--- src/hw/rtl/qcsv_pkg.sv ---
package qcsv_pkg;

  localparam int FIELD_INDEX_BITS = 8;
  localparam int IDX_EXT_BITS = (FIELD_INDEX_BITS > 8) ? FIELD_INDEX_BITS : 8;

  localparam logic [7:0] CH_QUOTE = 8'h22;
  localparam logic [7:0] CH_COMMA = 8'h2C;
  localparam logic [7:0] CH_NL    = 8'h0A;
  localparam logic [7:0] CH_NUL   = 8'h00;

  localparam logic [1:0] PH_OPEN  = 2'd0;
  localparam logic [1:0] PH_FIELD = 2'd1;
  localparam logic [1:0] PH_QUOTE = 2'd2;
  localparam logic [1:0] PH_SKIP  = 2'd3;

  localparam logic [1:0] KIND_BYTE  = 2'd0;
  localparam logic [1:0] KIND_FEND  = 2'd1;
  localparam logic [1:0] KIND_REND  = 2'd2;
  localparam logic [1:0] KIND_ERROR = 2'd3;

  localparam logic [1:0] ERR_NONE   = 2'd0;
  localparam logic [1:0] ERR_NOOPEN = 2'd1;
  localparam logic [1:0] ERR_BADAFT = 2'd2;
  localparam logic [1:0] ERR_UNTERM = 2'd3;

  typedef logic [FIELD_INDEX_BITS-1:0] count_t;

  typedef struct packed {
    logic [7:0] data_byte;
    logic       last_byte;
  } item_t;

  typedef struct packed {
    logic [7:0] out_byte;
    logic [1:0] kind;
    logic [7:0] field_index;
    logic [1:0] error_kind;
  } result_t;

  typedef struct packed {
    logic    emit;
    result_t result;
    logic [1:0] phase_next;
    count_t  count_next;
  } step_t;

  function automatic logic [7:0] clamp_index(input count_t count);
    logic [IDX_EXT_BITS-1:0] ext;
    ext = IDX_EXT_BITS'(count);
    if (ext > IDX_EXT_BITS'(255)) begin
      return 8'hFF;
    end
    return ext[7:0];
  endfunction

endpackage

--- src/hw/rtl/quoted_csv_field_parser.sv ---
// Parser for CSV text whose fields are all double-quoted. One byte word
// enters per cycle while the result side accepts; each word gives at most
// one result word: a content byte, a field end, a record end, or an error
// (missing opening quote, bad byte after a closing quote, unterminated
// field), after which input is skipped up to the next newline or last byte.
// A doubled quote inside a field yields one quote. An accepted word lands
// in the input register; when it advances, the phase and field-index update
// is applied and the result register is loaded, and a word that gives a
// result cannot advance while a held result waits. Sustained rate is one
// word per cycle while the result side accepts; words that produce no result never wait for the result side.
module quoted_csv_field_parser import qcsv_pkg::*; (
  input  logic    clk,
  input  logic    rst,
  input  logic    item_valid,
  output logic    item_ready,
  input  item_t   item,
  output logic    result_valid,
  input  logic    result_ready,
  output result_t result
);

  item_t      s1;
  logic       s1_valid;
  logic [1:0] phase;
  count_t     count;
  step_t      step;
  logic       s1_adv;

  qcsv_step u_step (
    .phase (phase),
    .count (count),
    .item  (s1),
    .step  (step)
  );

  assign s1_adv     = s1_valid && (!step.emit || !result_valid || result_ready);
  assign item_ready = !s1_valid || s1_adv;

  always_ff @(posedge clk) begin
    if (rst) begin
      s1_valid     <= 1'b0;
      phase        <= PH_OPEN;
      count        <= '0;
      result_valid <= 1'b0;
    end else begin
      if (item_ready) begin
        s1_valid <= item_valid;
      end
      if (s1_adv) begin
        phase <= step.phase_next;
        count <= step.count_next;
      end
      if (s1_adv && step.emit) begin
        result_valid <= 1'b1;
      end else if (result_ready) begin
        result_valid <= 1'b0;
      end
    end
  end

  always_ff @(posedge clk) begin
    if (item_ready && item_valid) begin
      s1 <= item;
    end
    if (s1_adv && step.emit) begin
      result <= step.result;
    end
  end

  a_err_kind_match: assert property (@(posedge clk) disable iff (rst)
    result_valid |-> ((result.kind == KIND_ERROR) == (result.error_kind != ERR_NONE)))
    else $error("error_kind disagrees with kind");

  a_byte_zero: assert property (@(posedge clk) disable iff (rst)
    (result_valid && result.kind != KIND_BYTE) |-> (result.out_byte == CH_NUL))
    else $error("non-byte result carries data");

  a_last_clears: assert property (@(posedge clk) disable iff (rst)
    (s1_adv && s1.last_byte) |=> (phase == PH_OPEN && count == '0))
    else $error("state not cleared after last byte");

  a_skip_silent: assert property (@(posedge clk) disable iff (rst)
    (s1_valid && phase == PH_SKIP) |-> !step.emit)
    else $error("result produced while skipping");

endmodule

--- src/hw/rtl/qcsv_step.sv ---
module qcsv_step import qcsv_pkg::*; (
  input  logic [1:0] phase,
  input  count_t     count,
  input  item_t      item,
  output step_t      step
);

  logic [7:0] idx;
  logic       rec_reset;
  logic       bump;

  always_comb begin
    idx = clamp_index(count);
    rec_reset = 1'b0;
    bump = 1'b0;
    step.emit = 1'b0;
    step.result.out_byte = CH_NUL;
    step.result.kind = KIND_BYTE;
    step.result.field_index = idx;
    step.result.error_kind = ERR_NONE;
    step.phase_next = phase;
    step.count_next = count;

    unique case (phase)
      PH_OPEN: begin
        if (item.data_byte == CH_QUOTE) begin
          if (item.last_byte) begin
            step.emit = 1'b1;
            step.result.kind = KIND_ERROR;
            step.result.error_kind = ERR_UNTERM;
          end
          step.phase_next = PH_FIELD;
        end else begin
          step.emit = 1'b1;
          step.result.kind = KIND_ERROR;
          step.result.error_kind = ERR_NOOPEN;
          if (item.data_byte == CH_NL) begin
            step.phase_next = PH_OPEN;
            rec_reset = 1'b1;
          end else begin
            step.phase_next = PH_SKIP;
          end
        end
      end
      PH_FIELD: begin
        if (item.data_byte == CH_QUOTE) begin
          if (item.last_byte) begin
            step.emit = 1'b1;
            step.result.kind = KIND_REND;
          end
          step.phase_next = PH_QUOTE;
        end else if (item.data_byte == CH_NL) begin
          step.emit = 1'b1;
          step.result.kind = KIND_ERROR;
          step.result.error_kind = ERR_UNTERM;
          step.phase_next = PH_OPEN;
          rec_reset = 1'b1;
        end else if (item.last_byte) begin
          step.emit = 1'b1;
          step.result.kind = KIND_ERROR;
          step.result.error_kind = ERR_UNTERM;
        end else begin
          step.emit = 1'b1;
          step.result.out_byte = item.data_byte;
        end
      end
      PH_QUOTE: begin
        step.emit = 1'b1;
        if (item.data_byte == CH_QUOTE) begin
          if (item.last_byte) begin
            step.result.kind = KIND_ERROR;
            step.result.error_kind = ERR_UNTERM;
          end else begin
            step.result.out_byte = CH_QUOTE;
          end
          step.phase_next = PH_FIELD;
        end else if (item.data_byte == CH_COMMA) begin
          if (item.last_byte) begin
            step.result.kind = KIND_ERROR;
            step.result.error_kind = ERR_NOOPEN;
          end else begin
            step.result.kind = KIND_FEND;
            bump = 1'b1;
          end
          step.phase_next = PH_OPEN;
        end else if (item.data_byte == CH_NL) begin
          step.result.kind = KIND_REND;
          step.phase_next = PH_OPEN;
          rec_reset = 1'b1;
        end else begin
          step.result.kind = KIND_ERROR;
          step.result.error_kind = ERR_BADAFT;
          step.phase_next = PH_SKIP;
        end
      end
      PH_SKIP: begin
        if (item.data_byte == CH_NL) begin
          step.phase_next = PH_OPEN;
          rec_reset = 1'b1;
        end
      end
      default: begin
        step.phase_next = PH_OPEN;
      end
    endcase

    if (bump && (count != '1)) begin
      step.count_next = count + count_t'(1);
    end
    if (rec_reset || item.last_byte) begin
      step.count_next = '0;
    end
    if (item.last_byte) begin
      step.phase_next = PH_OPEN;
    end
  end

endmodule
--- config.mk ---
export PLATFORM = sky130hd
export DESIGN_NAME = quoted_csv_field_parser
export DESIGN_NICKNAME = d
export VERILOG_FILES = /design/src/hw/rtl/qcsv_pkg.sv /design/src/hw/rtl/quoted_csv_field_parser.sv /design/src/hw/rtl/qcsv_step.sv
export SDC_FILE = /design/constraint.sdc
export NUM_CORES = 1
export LEC_CHECK = 0
export BUFFER_PORTS_ARGS = -buffer_cell sky130_fd_sc_hd__buf_4
export CORE_MARGIN = 2
export CORE_UTILIZATION = 35
export CTS_CLUSTER_SIZE = 16
export DETAILED_ROUTE_END_ITERATION = 12
export SLEW_MARGIN = 30
export SYNTH_ARGS = -nofsm -noshare
export SYNTH_HDL_FRONTEND = slang
export SYNTH_HIERARCHICAL = 1
export SYNTH_SLANG_ARGS = --single-unit
--- constraint.sdc ---
create_clock -name clk -period 4.4 [get_ports clk]
set_input_delay 0.44 -clock clk [delete_from_list [all_inputs] [get_ports clk]]
set_output_delay 0.44 -clock clk [all_outputs]
set_load 0.03 [all_outputs]
==> run_results.csv, run 1 <==
group,metric,value,unit
floorplanning,fp-row-count,29,
floorplanning,coreArea,6277,µm²
layout,diodes,0,
worst_setup_path,end_kind,"flip-flop",
drt,route.vias.total,1560,
clocking,clkTransAtPathRegs,0.07,ns
drt,drtIter0Drc,215,
drt,dr_wl_met3,238,µm
worst_setup_path,criticalPathCategory,"flip-flop to flip-flop",
worst_setup_path,worstSetupStartpoint,"s1[5]$_DFFE_PP_",
layout,drive_gt1_share,20.94,%
place,dp_slack,1.358,ns
synth,yosys.cell_types.count,47,
place,place_congestion,0.8682,
synth,synth_top_area_share,38.84,%
place,place_inst,303,
layout,area_delta_synth_final,16.35,%
sta,setup_viol,0,
floorplanning,die_h,84.04,µm
synth,synthTopCellsByArea,"edfxtp_1 (39%), dfxtp_1 (11%), nand2b_1 (5.9%)",
layout,nets,252,
sta,fin_crit_sh,68.20,%
drt,wl_met2,1788,µm
worst_setup_path,regToRegStartpoint,"s1[5]$_DFFE_PP_",
grt,grt_max_degree,23,
sta,fmax,0.3332,GHz
synth,yosys-top-cells-count,"edfxtp_1 (29), a21oi_1 (21), nand2b_1 (21)",
clocking,cts_tree,"yes",
sta,min_period,3.001,ns
worst_setup_path,reg2reg_depth,6,
clocking,clkLatencyLatePin,0.29,ns
synth,seq_area_frac_synth,49.55,%
hold_path,hp-class,"input pin to flip-flop",
drt,met1Wirelength,2062,µm
clocking,cts.repair.resized,0,
worst_setup_path,r2r_slack,1.40,ns
sta,drv_slew,0,
clocking,cts_hold_buf,0,
synth,synth_nets,226,
grt,grt_util_all_layers,12.28,%
synth,yosys_warnings,6,
synth,syn_inst,207,
floorplanning,die_w,84.04,µm
sta,fin_worst_hold_slack,0.3248,ns
pwr,power_density,305.3,nW/µm²
synth,synth_edf_count,29,
sta,layout_setup_ws,1.399,ns
floorplanning,dieArea,7063,µm²
clocking,cts_setup_buffers,0,
synth,synth-seq-cells,41,
worst_setup_path,rr_endpoint,"result[16]$_DFFE_PP_",
sta,finClkSkew,0.006442,ns
floorplanning,initial_core_util,35.72,%
clocking,root_buffer,"clkbuf_8",
drt,drc_errors,0,
clocking,ctsHtreeMaxLevel,2,
drt,vias_per_cell,5.016,
run_status,status,"completed",
worst_setup_path,endpoint,"result[16]$_DFFE_PP_",
synth,synth_async_sr_flop_share,0,%
sta,finalHoldViolCount,0,
drt,wl_per_cell,13.34,µm
synth,synth_most_common_cell,"edfxtp_1",
pwr,static-leakage-power,0.9720,nW
layout,instances_no_fill,311,
synth,synth.avg_cell_area,10.83,µm²
floorplanning,io_pins,35,
clocking,cts_inserted_buffers,5,
synth,ys.flop_type,"edfxtp_1",
grt,grt_first_pass_wirelength,7044,µm
worst_setup_path,worstSetupStartpointType,"flip-flop",
job,maxCapViolations,0,
drt,final_antenna_net_count,0,
worst_setup_path,crit_arrival,2.92,ns
sta,rsz0062_at_grt,"false",
place,hpwl,2911,µm
worst_setup_path,required,4.32,ns
drt,dr.pass1.iters,4,
worst_setup_path,worst-path-max-fanout,20,
drt,highest_layer,"met4",
sta,worst_pin_slew,0.8032,ns
pwr,vdd_drop_max,140.1,µV
grt,grt_pass1_vias,1499,
synth,netlist_area,2242,µm²
place,io_buffer_count,34,
clocking,clockBufferDepth,2,
synth,synth_top_area_cell,"edfxtp_1",
drt,finalWirelength,4150,µm
sta,slew_headroom,46.45,%
grt,antenna_found_initial,0,
sta,tns,0,ns
grt,grt-ovfl-total,0,
hold_path,hold_depth,1,
clocking,cts.sinks,41,
layout,fin_util,41.56,%
[cell usage in the layout (no fill, tap or decap), types with 2 or more instances in the layout]
master / Yosys / final
nor3_1: 2 / 2
and3_1: 5 / 5
o21ai_0: 3 / 3
and2_1: 7 / 7
a31oi_1: 3 / 2
o31ai_1: 5 / 5
nand2b_1: 21 / 21
nand2_1: 12 / 12
a21oi_1: 21 / 21
ha_1: 6 / 6
a21o_1: 2 / 2
inv_1: 6 / 6
mux2i_1: 12 / 12
or4_1: 5 / 5
buf_4: 8 / 35
nor2_1: 2 / 2
and4_1: 3 / 3
clkbuf_8: 0 / 7
nor2b_1: 2 / 2
nand3_1: 6 / 6
dfxtp_1: 12 / 12
a21boi_0: 2 / 2
edfxtp_1: 29 / 29
o22ai_1: 4 / 4
[registers in the layout (all words and copies together), names as in the netlist]
name and flops:
result_valid 1, phase 2, s1 9, count 8, s1_valid 1, result 20
[per-stage QoR]
stage / power [mW] / area, µm²
CTS: 0.8110 / 2603
global route: 0.8362 / 2609
detailed placement: 0.5417 / 2501
floorplan: 0.5107 / 2242
finish: 0.7965 / 2609
global placement: 0.5414 / 2501
[power breakdown]
group	switching, mW	leakage, nW	total [mW]	internal, mW
clock network	0.122	0.0542	0.263	0.142
logic	0.0542	0.546	0.0935	0.0393
registers	0.0103	0.372	0.440	0.429
[per-layer routing]
layer / GRT usage [%] / up-vias
li1: - / 815
met1: 17.19 / 691
met2: 17.89 / 49
met3: 3.264 / 5
met4: 5.132 / 0
met5: 0 / -
[logic make-up (layout without fill, tap and decap cells)]
| kind of cell | count (synthesis) | count (layout) | share of synthesized area [%] |
|---|---|---|---|
| compound gates | 48 | 48 | 13.78 |
| xor+xnor | 1 | 1 | 0.3907 |
| fa+ha+maj | 6 | 6 | 3.348 |
| buf+inv | 23 | 50 | 5.636 |
| flops | 41 | 41 | 49.55 |
| mux | 12 | 12 | 5.357 |
| simple gates | 76 | 76 | 21.93 |
[worst max-delay path: stages (launching register included)]
cell      delay, ns
edfxtp_1       0.43
nor4_4         0.29
buf_4          0.26
and3_1         0.22
mux2i_1        0.21
a21boi_4       0.48
and2_1         0.73
[cell type report]
class	instances	area, µm²
inverters	7	26.28
multi-input cells	143	1011
clock inverters	1	5.005
clock buffers	7	96.34
flip-flops and latches	41	1111
fillers	634	3669
repair buffers	35	262.8
well taps	77	96.34
[worst min path at each step]
stage / startpoint / end / slack, ns
2_1_floorplan: count[6]$_SDFFE_PP0P_ / count[6]$_SDFFE_PP0P_ / 0.48
3_3_place_gp: phase[1]$_SDFFE_PP0P_ / phase[1]$_SDFFE_PP0P_ / 0.51
3_5_place_dp: count[5]$_SDFFE_PP0P_ / count[5]$_SDFFE_PP0P_ / 0.52
4_1_cts: item[2] / s1[2]$_DFFE_PP_ / 0.31
5_1_grt: item[1] / s1[1]$_DFFE_PP_ / 0.30
6_report: item[5] / s1[5]$_DFFE_PP_ / 0.32
No activity file was read; power rests on OpenSTA's default activity.
==> inputs of run 2 (changes only) <==
--- a/config.mk
+++ b/config.mk
@@ -5,6 +5,7 @@
 export SDC_FILE = /design/constraint.sdc
 export NUM_CORES = 1
 export LEC_CHECK = 0
+export ABC_AREA = 1
 export BUFFER_PORTS_ARGS = -buffer_cell sky130_fd_sc_hd__buf_4
 export CORE_MARGIN = 2
 export CORE_UTILIZATION = 35
==> constraint.sdc (replaced) <==
create_clock -name clk -period 3.07 [get_ports clk]
set_input_delay 0.307 -clock clk [delete_from_list [all_inputs] [get_ports clk]]
set_output_delay 0.307 -clock clk [all_outputs]
set_load 0.03 [all_outputs]
==> run 2 against run 1 <==
Count of clock-buffer cells in the layout stayed put; largest cell class unchanged; cell count up 25%; utilization fell by 0.18 points; register-to-register slack worse by 0.77 ns; combinational power grew 100%; clock power increased by 26%; synthesized cell count up 37%; sequential share of layout area is 0.30 points lower; via count increased by 13%.
==> run_results.csv, run 2 <==
group,metric,value,unit
run_status,status,"completed",
layout,area_delta_synth_final,14.94,%
synth,synth_top_area_share,38.10,%
layout,diodes,0,
worst_setup_path,required,3.05,ns
hold_path,hp-class,"input pin to flip-flop",
sta,tns,0,ns
synth,synth.avg_cell_area,8.078,µm²
sta,setup_viol,0,
sta,worst_pin_slew,0.7247,ns
drt,route.vias.total,1763,
worst_setup_path,slowest_delay,0.38,ns
floorplanning,dieArea,7194,µm²
synth,yosys-top-cells-count,"nand2_1 (55), inv_1 (47), nor2_1 (41)",
floorplanning,fp-row-count,29,
floorplanning,initial_core_util,36.00,%
clocking,cts_setup_buffers,0,
pwr,finalPower,1.177,mW
synth,synth-seq-cells,41,
synth,synthTopCellsByArea,"edfxtp_1 (38%), dfxtp_1 (11%), nand2_1 (9.0%)",
floorplanning,die_h,84.82,µm
worst_setup_path,critPathSlowestCell,"edfxtp_1",
sta,fin_crit_sh,79.58,%
job,maxCapViolations,0,
drt,drtIter0Drc,184,
clocking,root_buffer,"clkbuf_8",
clocking,cts_hold_buf,0,
layout,layout_common_cells,"nand2_1 (55), inv_1 (47), nor2_1 (41)",
synth,yosys_warnings,6,
clocking,clkTransAtPathRegs,0.07,ns
synth,synth_edf_count,29,
pwr,power_density,447.9,nW/µm²
grt,grt_pass1_vias,1578,
worst_setup_path,criticalPathCategory,"flip-flop to flip-flop",
pwr,power.share.combinational,16.0,%
sta,finClkSkew,0.004908,ns
layout,fill_cells,642,
worst_setup_path,cpLargestDelayFamily,"simple AND/OR/NAND/NOR gates",
sta,drv_slew,0,
grt,grt_first_pass_wirelength,7265,µm
synth,synth_nets,302,
place,place_congestion,0.8466,
grt,grt_max_degree,24,
synth,synth_async_sr_flop_share,0,%
pwr,seqPwrFrac,55.9,%
worst_setup_path,end_kind,"flip-flop",
sta,finalHoldViolCount,0,
clocking,cts_tree,"yes",
sta,min_period,2.443,ns
drt,final_antenna_net_count,0,
worst_setup_path,cp_cell_sequence,"nor2_1, nand2_1, nor2_2, nand2_2, nand2_1, o21ai_0, nand3_2, nand3_1, inv_1, buf_4",
synth,synth_most_common_cell,"nand2_1",
sta,rsz0062_at_grt,"false",
layout,regArea,1111,µm²
layout,fin_util,41.38,%
grt,antenna_found_initial,0,
pwr,vdd_drop_max,180.4,µV
clocking,clockBufferDepth,2,
floorplanning,die_w,84.82,µm
pwr,clkPwrFrac,28.1,%
sta,layout_setup_ws,0.6268,ns
clocking,ctsHtreeMaxLevel,2,
pwr,static-leakage-power,1.167,nW
drt,drc_errors,0,
drt,finalWirelength,4173,µm
synth,syn_inst,283,
drt,wl_per_cell,10.73,µm
sta,slew_headroom,51.62,%
clocking,cts.repair.resized,0,
worst_setup_path,worst-path-max-fanout,21,
clocking,clkLatencyLatePin,0.29,ns
synth,seq_area_frac_synth,48.60,%
floorplanning,io_pins,35,
layout,largest_register_ffs,20,
floorplanning,coreArea,6350,µm²
worst_setup_path,worstSetupStartpointType,"flip-flop",
grt,grt-ovfl-total,0,
layout,drive_gt1_share,18.27,%
place,place_inst,381,
layout,instances_no_fill,389,
drt,vias_per_cell,4.532,
grt,grt_util_all_layers,12.53,%
synth,netlist_area,2286,µm²
layout,top_regs,"result: 20 flops, s1: 9 flops, count: 8 flops",
place,hpwl,3111,µm
layout,top_register,"result",
layout,multiInputGateArea,885.9,µm²
pwr,p_sw,0.3196,mW
worst_setup_path,crit_arrival,2.42,ns
layout,layout_commonest_cell,"nand2_1",
synth,ys.flop_type,"edfxtp_1",
pwr,cellInternalPower,0.8573,mW
layout,nets,330,
synth,synth_top_area_cell,"edfxtp_1",
pwr,switching_share,27.15,%
worst_setup_path,crit_top_cell,"nand2_1",
clocking,cts.sinks,41,
place,dp_slack,0.6236,ns
worst_setup_path,crit_buf_inv,2,
place,io_buffer_count,34,
clocking,cts_inserted_buffers,5,
sta,fmax,0.4093,GHz
drt,dr.pass1.iters,4,
synth,yosys.cell_types.count,29,
run 2: cell types whose count changed after synthesis, sizes merged, moves of 4 or more:
cell and delta:
and3 -5, nor3 +5, mux2i -12, a21oi -6
nand3 +23, inv +44, nand2b -21, and2 -7
or4 -5, clkbuf -4, nor2 +43, o31ai -5
nand2 +50
run 2: cells by family after synthesis:
| group | after synthesis | share of synthesized area [%] |
|---|---|---|
| AO/OA/AOI/OAI | 24 | 5.583 |
| XOR/XNOR | 2 | 0.7664 |
| adder cells (fa/ha/maj) | 6 | 3.284 |
| buffers and inverters | 65 | 12.64 |
| flip-flops | 41 | 48.60 |
| AND/OR/NAND/NOR | 145 | 29.12 |
run 2: metrics by stage:
| step | hold slack (ns) | instance area [µm²] |
|---|---|---|
| after detailed placement | 0.4732 | 2547 |
| final | 0.1698 | 2628 |
| after global placement | 0.4750 | 2547 |
| after CTS | 0.1602 | 2628 |
| after global routing | 0.1696 | 2628 |
| after floorplan | 0.3761 | 2286 |
run 2: layout make-up:
| class | instances | share of cell area [%] |
|---|---|---|
| Clock inverter | 1 | 0.1429 |
| Sequential cell | 41 | 42.29 |
| Inverter | 51 | 7.286 |
| Multi-Input combinational cell | 177 | 33.71 |
| Tap cell | 77 | 3.667 |
| Clock buffer | 7 | 2.905 |
| Timing Repair Buffer | 35 | 10.00 |
run 2: path summary, 6_finish.rpt:
kind                            to             startpoint  cells past startpoint  slack (ns)
max            result[8]$_DFFE_PP_        s1[8]$_DFFE_PP_                     10        0.63
min          s1_valid$_SDFFE_PP0P_                    rst                      2        0.17
max reg2reg    result[8]$_DFFE_PP_        s1[8]$_DFFE_PP_                     10        0.63
min reg2reg    result[8]$_DFFE_PP_  count[6]$_SDFFE_PP0P_                      0        0.50
run 2: layer usage:
layer  vias to the layer above  global-route usage, %  wire, µm
met1                       758                  18.19      2092
met3                         5                  3.016       238
li1                        952                      -         -
met5                         -                      0         0
met4                         0                  5.628        76
met2                        48                  17.68      1766
run 2: power groups by stage:
| stage | clock network [mW] | logic [mW] | registers [mW] |
|---|---|---|---|
| floorplan | 0 | 0.113 | 0.695 |
| global placement | 0 | 0.188 | 0.669 |
| detailed placement | 0 | 0.189 | 0.671 |
| CTS | 0.342 | 0.190 | 0.658 |
| global route | 0.369 | 0.212 | 0.664 |
| finish | 0.331 | 0.188 | 0.658 |
